File: config.mk
export PLATFORM = sky130hd
export DESIGN_NAME = signal_loss_warning_detector
export DESIGN_NICKNAME = d
export VERILOG_FILES = /design/src/slwd_pkg.sv /design/src/slwd_cell.sv /design/src/signal_loss_warning_detector.sv
export SDC_FILE = /design/constraint.sdc
export NUM_CORES = 1
export LEC_CHECK = 0
export BUFFER_PORTS_ARGS = -buffer_cell sky130_fd_sc_hd__buf_2
export CORE_MARGIN = 2
export CORE_UTILIZATION = 56
export DETAILED_ROUTE_END_ITERATION = 8
export PLACE_DENSITY = 0.77
export REMOVE_ABC_BUFFERS = 1
export SYNTH_ARGS = -nofsm -noshare
export SYNTH_HDL_FRONTEND = slang
export SYNTH_SLANG_ARGS = --single-unit
File: constraint.sdc
create_clock -name clk -period 13.19 [get_ports clk]
set_clock_uncertainty 0.2 [all_clocks]
set_input_delay 1.9785 -clock clk [delete_from_list [all_inputs] [get_ports clk]]
set_output_delay 1.9785 -clock clk [all_outputs]
set_load 0.01 [all_outputs]
File: src/slwd_pkg.sv
// ----------------------------------------------------------------------------
// slwd_pkg
// Shared types, constants and level mapping functions for the signal loss
// warning detector.
// ----------------------------------------------------------------------------
`default_nettype none

package slwd_pkg;

  localparam int HIST_DEPTH = 6;
  localparam int LVL_W      = 4;
  localparam int WIN_W      = 27;
  localparam int MS_PER_MIN = 60000;

  typedef logic [LVL_W-1:0] level_t;
  typedef logic [1:0]       reason_t;
  typedef logic [WIN_W-1:0] window_t;

  localparam level_t LVL_ZERO  = 4'd0;
  localparam level_t LVL_INIT  = 4'd5;
  localparam level_t LVL_MAX   = 4'd10;
  localparam level_t LVL_LOW   = 4'd3;
  localparam level_t DROP_STEP = 4'd3;

  localparam reason_t REASON_NONE = 2'd0;
  localparam reason_t REASON_DROP = 2'd1;
  localparam reason_t REASON_LOW  = 2'd2;

  localparam logic CFG_WARN_EN  = 1'b0;
  localparam logic CFG_COOLDOWN = 1'b1;

  localparam logic [6:0] CSQ_UNKNOWN = 7'd99;
  localparam logic [6:0] CSQ_SAT     = 7'd31;

  localparam window_t WIN_RESET = window_t'(5 * MS_PER_MIN);

  // (rssi + 100) / 5 clamped, division by reciprocal 52/256
  function automatic level_t wifi_level_f(input logic connected,
                                          input logic signed [7:0] rssi);
    logic signed [9:0] v;
    logic [11:0]       prod;
    level_t            lvl;
    v    = {{2{rssi[7]}}, rssi} + 10'sd100;
    prod = 12'(v[5:0]) * 12'd52;
    if (!connected || v <= 10'sd0) begin
      lvl = LVL_ZERO;
    end else if (v >= 10'sd50) begin
      lvl = LVL_MAX;
    end else begin
      lvl = prod[11:8];
    end
    return lvl;
  endfunction

  // csq * 10 / 31 clamped, division by reciprocal 331/1024
  function automatic level_t cell_level_f(input logic radio,
                                          input logic [6:0] csq);
    logic [13:0] prod;
    level_t      lvl;
    prod = 14'(csq[4:0]) * 14'd331;
    if (!radio || csq == 7'd0 || csq >= CSQ_UNKNOWN) begin
      lvl = LVL_ZERO;
    end else if (csq >= CSQ_SAT) begin
      lvl = LVL_MAX;
    end else begin
      lvl = prod[13:10];
    end
    return lvl;
  endfunction

endpackage

`default_nettype wire

File: src/slwd_cell.sv
// ----------------------------------------------------------------------------
// slwd_cell
// One history cell: holds a level, takes its neighbor's level on a shift and
// extends the running maximum over the shifted-in values.
// ----------------------------------------------------------------------------
`default_nettype none

module slwd_cell (
  input  wire                    clk,
  input  wire                    rst_n,
  input  wire                    shift_en,
  input  wire  slwd_pkg::level_t din,
  input  wire  slwd_pkg::level_t max_in,
  output logic [3:0]             dout,
  output logic [3:0]             max_out
);
  import slwd_pkg::*;

  level_t lvl_r;
  level_t lvl_nxt;

  always_comb begin
    lvl_nxt = shift_en ? din : lvl_r;
  end

  always_ff @(posedge clk) begin
    if (!rst_n) begin
      lvl_r <= LVL_INIT;
    end else begin
      lvl_r <= lvl_nxt;
    end
  end

  assign dout    = lvl_r;
  assign max_out = (din > max_in) ? din : max_in;

endmodule

`default_nettype wire

File: src/signal_loss_warning_detector.sv
// ----------------------------------------------------------------------------
// signal_loss_warning_detector
// Maps wifi and cellular readings to signal levels, keeps a level history and
// raises rapid drop or sustained low warnings outside a cooldown window.
// ----------------------------------------------------------------------------
// usage:
//   input channel in_valid/in_stall carries one sample per transaction; the
//   result channel out_valid/out_stall returns exactly one result per sample.
//   a sample accepted at an edge shows its result in the output register
//   right after that edge. throughput is one sample per cycle unless a held
//   result stalls the input; the history is a row of cells shifted once per
//   counted sample, so the maximum and low checks finish in the accepting cycle.
//   the output register holds a stalled result stable; in_stall is raised
//   only while a result is held and out_stall is high, and a new sample is
//   accepted in the same cycle the held result is taken.
//   reset (rst_n low, synchronous) fills the history with level 5, clears
//   the last warning time, disables warnings and sets a 5 minute cooldown.
//   cfg_we writes cfg_wdata to register cfg_index (0 warn enable, 1 cooldown
//   minutes); the user must write only while the block is idle (not enforced).
// ----------------------------------------------------------------------------
`default_nettype none

module signal_loss_warning_detector (
  input  wire               clk,
  input  wire               rst_n,
  input  wire               cfg_we,
  input  wire               cfg_index,
  input  wire  [10:0]       cfg_wdata,
  input  wire               in_valid,
  output logic              in_stall,
  input  wire               in_wifi_connected,
  input  wire  signed [7:0] in_rssi_dbm,
  input  wire               in_radio_ok,
  input  wire  [6:0]        in_csq_raw,
  input  wire               in_voice_ok,
  input  wire               in_sos_active,
  input  wire  [31:0]       in_now_ms,
  output logic              out_valid,
  input  wire               out_stall,
  output logic [3:0]        out_combined_level,
  output logic [3:0]        out_cell_level,
  output logic [3:0]        out_wifi_level,
  output logic [6:0]        out_csq_report,
  output logic signed [7:0] out_rssi_report,
  output logic              out_warn,
  output logic [1:0]        out_warn_reason
);
  import slwd_pkg::*;

  logic    warn_en_r;
  window_t window_r;
  logic [31:0] last_warn_r;
  logic [31:0] last_warn_nxt;

  logic    out_valid_r;
  logic    out_valid_nxt;
  level_t  comb_lvl_r;
  level_t  cell_lvl_r;
  level_t  wifi_lvl_r;
  logic [6:0]        csq_rep_r;
  logic signed [7:0] rssi_rep_r;
  logic    warn_r;
  reason_t reason_r;

  logic    accept;
  logic    hist_en;
  level_t  wifi_lvl;
  level_t  cell_lvl;
  level_t  level;
  logic [31:0] elapsed;
  logic    cooling;
  logic    rapid;
  logic    lows;
  reason_t reason;
  level_t  peak;

  level_t  nbr   [HIST_DEPTH];
  level_t  mx_ch [HIST_DEPTH];

  assign in_stall = out_valid_r & out_stall;
  assign accept   = in_valid & ~in_stall;
  assign hist_en  = accept & warn_en_r & ~in_sos_active;

  assign wifi_lvl = wifi_level_f(in_wifi_connected, in_rssi_dbm);
  assign cell_lvl = cell_level_f(in_radio_ok, in_csq_raw);
  assign level    = (in_voice_ok && cell_lvl != LVL_ZERO) ? cell_lvl : wifi_lvl;

  // history row, newest at cell 0
  assign nbr[0]   = level;
  assign mx_ch[0] = LVL_ZERO;

  for (genvar i = 0; i < HIST_DEPTH - 1; i++) begin : g_cell
    slwd_cell u_cell (
      .clk      (clk),
      .rst_n    (rst_n),
      .shift_en (hist_en),
      .din      (nbr[i]),
      .max_in   (mx_ch[i]),
      .dout     (nbr[i+1]),
      .max_out  (mx_ch[i+1])
    );
  end

  assign peak = (nbr[HIST_DEPTH-1] > mx_ch[HIST_DEPTH-1]) ? nbr[HIST_DEPTH-1] :
                mx_ch[HIST_DEPTH-1];

  assign elapsed = in_now_ms - last_warn_r;
  assign cooling = (last_warn_r != 32'd0) && (elapsed < 32'(window_r));
  assign rapid   = {1'b0, peak} >= ({1'b0, level} + {1'b0, DROP_STEP});
  assign lows    = (nbr[0] <= LVL_LOW) && (nbr[1] <= LVL_LOW) && (nbr[2] <= LVL_LOW);

  always_comb begin
    if (!hist_en || cooling) begin
      reason = REASON_NONE;
    end else if (rapid) begin
      reason = REASON_DROP;
    end else if (lows) begin
      reason = REASON_LOW;
    end else begin
      reason = REASON_NONE;
    end
  end

  always_comb begin
    last_warn_nxt = (reason != REASON_NONE) ? in_now_ms : last_warn_r;
    if (accept) begin
      out_valid_nxt = 1'b1;
    end else if (!out_stall) begin
      out_valid_nxt = 1'b0;
    end else begin
      out_valid_nxt = out_valid_r;
    end
  end

  always_ff @(posedge clk) begin
    if (!rst_n) begin
      warn_en_r   <= 1'b0;
      window_r    <= WIN_RESET;
      last_warn_r <= 32'd0;
      out_valid_r <= 1'b0;
    end else begin
      last_warn_r <= last_warn_nxt;
      out_valid_r <= out_valid_nxt;
      if (cfg_we) begin
        case (cfg_index)
          CFG_WARN_EN: begin
            warn_en_r <= cfg_wdata[0];
          end
          CFG_COOLDOWN: begin
            window_r <= window_t'(cfg_wdata) * window_t'(MS_PER_MIN);
          end
          default: begin
            warn_en_r <= warn_en_r;
          end
        endcase
      end
    end
  end

  always_ff @(posedge clk) begin
    if (accept) begin
      comb_lvl_r <= level;
      cell_lvl_r <= cell_lvl;
      wifi_lvl_r <= wifi_lvl;
      csq_rep_r  <= in_radio_ok ? in_csq_raw : CSQ_UNKNOWN;
      rssi_rep_r <= in_wifi_connected ? in_rssi_dbm : 8'sd0;
      warn_r     <= (reason != REASON_NONE);
      reason_r   <= reason;
    end
  end

  assign out_valid          = out_valid_r;
  assign out_combined_level = comb_lvl_r;
  assign out_cell_level     = cell_lvl_r;
  assign out_wifi_level     = wifi_lvl_r;
  assign out_csq_report     = csq_rep_r;
  assign out_rssi_report    = rssi_rep_r;
  assign out_warn           = warn_r;
  assign out_warn_reason    = reason_r;

`ifndef SYNTH
  a_warn_reason: assert property (@(posedge clk) disable iff (!rst_n)
    out_valid |-> (out_warn == (out_warn_reason != REASON_NONE)))
    else $error("warn flag and reason disagree");

  a_stall_held: assert property (@(posedge clk) disable iff (!rst_n)
    in_stall |-> out_valid)
    else $error("input stalled without a held result");

  a_level_range: assert property (@(posedge clk) disable iff (!rst_n)
    out_valid |-> (out_combined_level <= LVL_MAX && out_cell_level <= LVL_MAX &&
                   out_wifi_level <= LVL_MAX))
    else $error("level out of range");

  a_warn_time: assert property (@(posedge clk) disable iff (!rst_n)
    (accept && reason != REASON_NONE) |=> (last_warn_r == $past(in_now_ms)))
    else $error("last warning time not captured");
`endif

endmodule

`default_nettype wire
==> results list <==
- Worst-case vdd ir drop: between 0.09 and 0.1 mV
- Pin placement for this block handled 100 I/O pins.
* Number of enable-type register cells in the synthesized netlist: 30
- CTS tree: yes
* Cts bufs inserted: 9
- Summing all placed instances gives a cell area of 0.01180 sq mm.
* Largest net degree at the start of global routing: 60
- In this run the power density over the cells is 143.2 mW/mm^2.
* Clock latency on the worst-skew pair: about 0.36 ns
* Detailed-route vias per instance: around 5.8
- Fillers: about 1400
- In this run, post-CTS hold repair placed 0 buffers.
- Prior to clock tree synthesis, the placed netlist has a worst setup slack of -0.9426 ns.
- Buffer depth of the longest clock path: 2
- The slowest stage of the critical path belongs to the cell or4_4.
- In this run the remaining antenna-violating nets after routing total 0.
- Initial standard-cell utilization of the core: 0.5694
- Final cell area excluding filler cells: roughly 0.013 sq mm
* Synthesized netlist cell count: between 1000 and 1500
- Layout cells sized above 1: 0.2164
* Number of design-rule violations left by the first detailed-router iteration: between 500 and 600
- In this run, placement finished with an instance count of between 1500 and 2000.
- Number of unique standard cell types used by synthesis: 82
- After legalization and detailed placement, the total HPWL measured roughly 19 mm.
- Commonest non-fill, non-tap cell in the layout: ha_1
- For met2 alone, demand over resource in global routing was 0.4637.
* Number of levels in the clock H-tree: 3
- Critical path startpoint category: input port
- Synthesized area divided by synthesized cell count: roughly 8.8 sq um
- Avg WL per Cell: 15.86 um
* RSZ-0062 raised after global routing: yes
- After layout, the worst setup slack is -0.1982 ns.
- For this run, global-route usage on met1 was measured as 0.3056.
- In this run the worst path has a maximum fanout of 8.
- Area added between synthesis and finish: 21.51%
- Synthesized cell area: 0.01065 sq mm
- Global routing finished with a remaining overflow of 0.
- At the end of routability-driven placement, the weighted congestion stood at between 0.9 and 1.
* Leak pwr: between 5 and 6 nW
- Non-Filler Instances: 1635
* Worst Setup End Kind: register
- Summing all multi-input logic gate instances after layout gives between 0.007 and 0.008 sq mm.
- The number of max-slew violations in the final report came to 0.
- Clock tree synthesis found a total of about 110 sinks.
- Buffers placed on the I/O ports in this run total 99.
* CORE AREA: roughly 0.019 sq mm
- In the final design database the tool counted about 1700 nets.
- The via count of the first global-routing pass is between 9000 and 10000.
- After synthesis, the share of flip-flops with an asynchronous set or reset is 0.
- In the global route stage, overall resource usage came out at 0.2548.
* Count of final hold-check violations: 0
- The library cells used most frequently in the layout, excluding fill and tap cells, are ha_1 (168), nand2_1 (159), inv_1 (132).
- Type of the most critical hold path: register to register
- Outcome: finished, violations left
- Most common flop cell mapped by yosys: dfxtp_1
- The critical path is of the input port to register type.
- Data on the critical path is required at its endpoint by around 13 ns.
- Failing checks: negative setup slack
* Clock-pin slew reported for the worst setup and hold paths after clock tree synthesis: 0.07 ns
- The die covers 0.02014 sq mm.
- After detailed routing, the number of remaining DRC violations is 0.
- From left edge to right edge, the die measures 141.9 um.
* Sequential area share after synthesis: 0.2274
- The sequential cells in the finished layout cover a total of 0.002422 sq mm.
- Most crowded layer after global routing: met2
- The die is approximately 140 um tall.
* Rel. slew slack: 0.3336
* Maximum clock frequency: 74.69 MHz
- Global-route wire length before repair: roughly 42 mm
- In this design, the critical path's most frequently occurring cell is a21oi_2.
- For the pin with the worst max-slew slack, the measured transition is around 1 ns.
* Setup violations, final: 32
* Number of antenna violations at the first check in global routing: 1
* Fraction of the cycle the final worst path needs: 1.015
- WL final: 25.94 mm
- Number of placement rows: 50
- Critical path buffer and inverter count: 10
* First-pass iteration count of the detailed router: 5
- For met3 alone, demand over resource in global routing was 0.04151.
- Max-cap violations in this run came to 0.
- Clock Root Buffer: clkbuf_16
* Kind of cell adding the most delay to the critical path: compound AO/OA/AOI/OAI gates
* Worst EP arrival: roughly 13 ns
- Across all layers, the routed design uses between 9000 and 10000 vias.
- During synthesis, Yosys emitted a total of 0 warnings.
- The smallest clock period supported by the final layout is computed as roughly 13 ns.
- In this run, synthesis produced a sequential element count of 106.
* Max stage delay on crit path: a little under 0.5 ns
## stage by stage
| step | utilization | setup TNS (ns) | hold slack (ns) | total power, W |
|---|---|---|---|---|
| floorplan | - | -38.46 | 0.2390 | 0.001087 |
| global placement | 0.6306 | -10.27 | 0.2532 | 0.001339 |
| detailed placement | 0.6306 | -30.33 | 0.2599 | 0.001367 |
| CTS | 0.6662 | 0 | 0.2682 | 0.001753 |
| global route | 0.6919 | -22.37 | 0.2940 | 0.002014 |
| finish | 0.6919 | -4.720 | 0.2686 | 0.001853 |
## cell type report
type / instances / area share
multi-input combinational: 938 / 0.6180
sequential: 106 / 0.1872
antenna: 1 / 0.0001933
clock inverter: 5 / 0.005124
inverter: 140 / 0.04060
tap: 234 / 0.02262
clock buffer: 11 / 0.01962
timing repair buffer: 200 / 0.1066
## routing by layer
metal / wire (um) / vias up
li1: - / 4628
met1: 11200 / 4534
met2: 13010 / 253
met3: 1003 / 69
met4: 724 / 0
met5: 0 / -
## worst register-to-register path, delay by kind of cell, from the launching register on
| kind | cells | cell delay, ns |
|---|---|---|
| AOI/OAI and AO/OA | 26 | 4.12 |
| adders and majority gates | 6 | 1.50 |
| buffers and inverters | 7 | 0.92 |
| DFF | 1 | 0.51 |
| muxes | 1 | 0.24 |
| and+or+nand+nor | 14 | 1.24 |
## synthesized netlist by cell type, types with 27 or more instances
cell	instances	share of area
a21oi_1	65	0.031
and2_1	28	0.016
dfxtp_1	76	0.14
edfxtp_1	30	0.085
fa_1	42	0.079
ha_1	185	0.22
inv_1	139	0.049
mux2i_1	37	0.035
nand2_1	161	0.057
nand3_1	30	0.014
nor2_1	41	0.014
o21ai_0	39	0.018
xnor2_1	27	0.022
## report_power, final
part	total, W	switching (W)	leakage (nW)	internal, W
Combinational	0.00118	0.000592	4.86	0.000586
Clock	0.000297	0.000129	0.160	0.000168
Sequential	0.000379	0.0000142	0.912	0.000365
## flip-flops by register name (all words and copies together) (netlist names)
signal	cells
g_cell.u_cell.dout	20
out_combined_level	4
out_csq_report	7
out_rssi_report	8
out_valid	1
warn_en_r	1
window_r	22
out_cell_level	4
out_warn	1
last_warn_r	32
out_warn_reason	2
out_wifi_level	4
## path summary, 6_finish.rpt
kind | start | to | slack, ns | cells past startpoint
setup / recovery | in_csq_raw[3] | last_warn_r[21]$_SDFFE_PN0P_ | -0.20 | 72
hold / removal | window_r[17]$_SDFFE_PN0P_ | window_r[17]$_SDFFE_PN0P_ | 0.27 | 2
setup reg to reg | g_cell[0].u_cell.dout[1]$_SDFFE_PN0P_ | last_warn_r[21]$_SDFFE_PN0P_ | 4.37 | 54
hold reg to reg | window_r[17]$_SDFFE_PN0P_ | window_r[17]$_SDFFE_PN0P_ | 0.27 | 2
## kinds of logic (layout without fill, tap and decap cells)
| family | Yosys count | count (layout) | share of synthesized area |
|---|---|---|---|
| AO/OA/AOI/OAI | 253 | 253 | 0.1655 |
| XOR/XNOR | 43 | 43 | 0.03606 |
| adder cells (fa/ha/maj) | 227 | 227 | 0.2963 |
| buffers and inverters | 171 | 356 | 0.06273 |
| flip-flops | 106 | 106 | 0.2274 |
| multiplexers | 41 | 41 | 0.03900 |
| other | 0 | 1 | 0 |
| AND/OR/NAND/NOR | 374 | 374 | 0.1730 |
## repair_timing
action                     in CTS  in global routing
gates cloned                    2                  1
pin swaps                      25                 36
setup endpoints to repair      35                 35
buffers inserted               23                 14
resized for setup              30                 72
(Power assumes the default switching activity.)
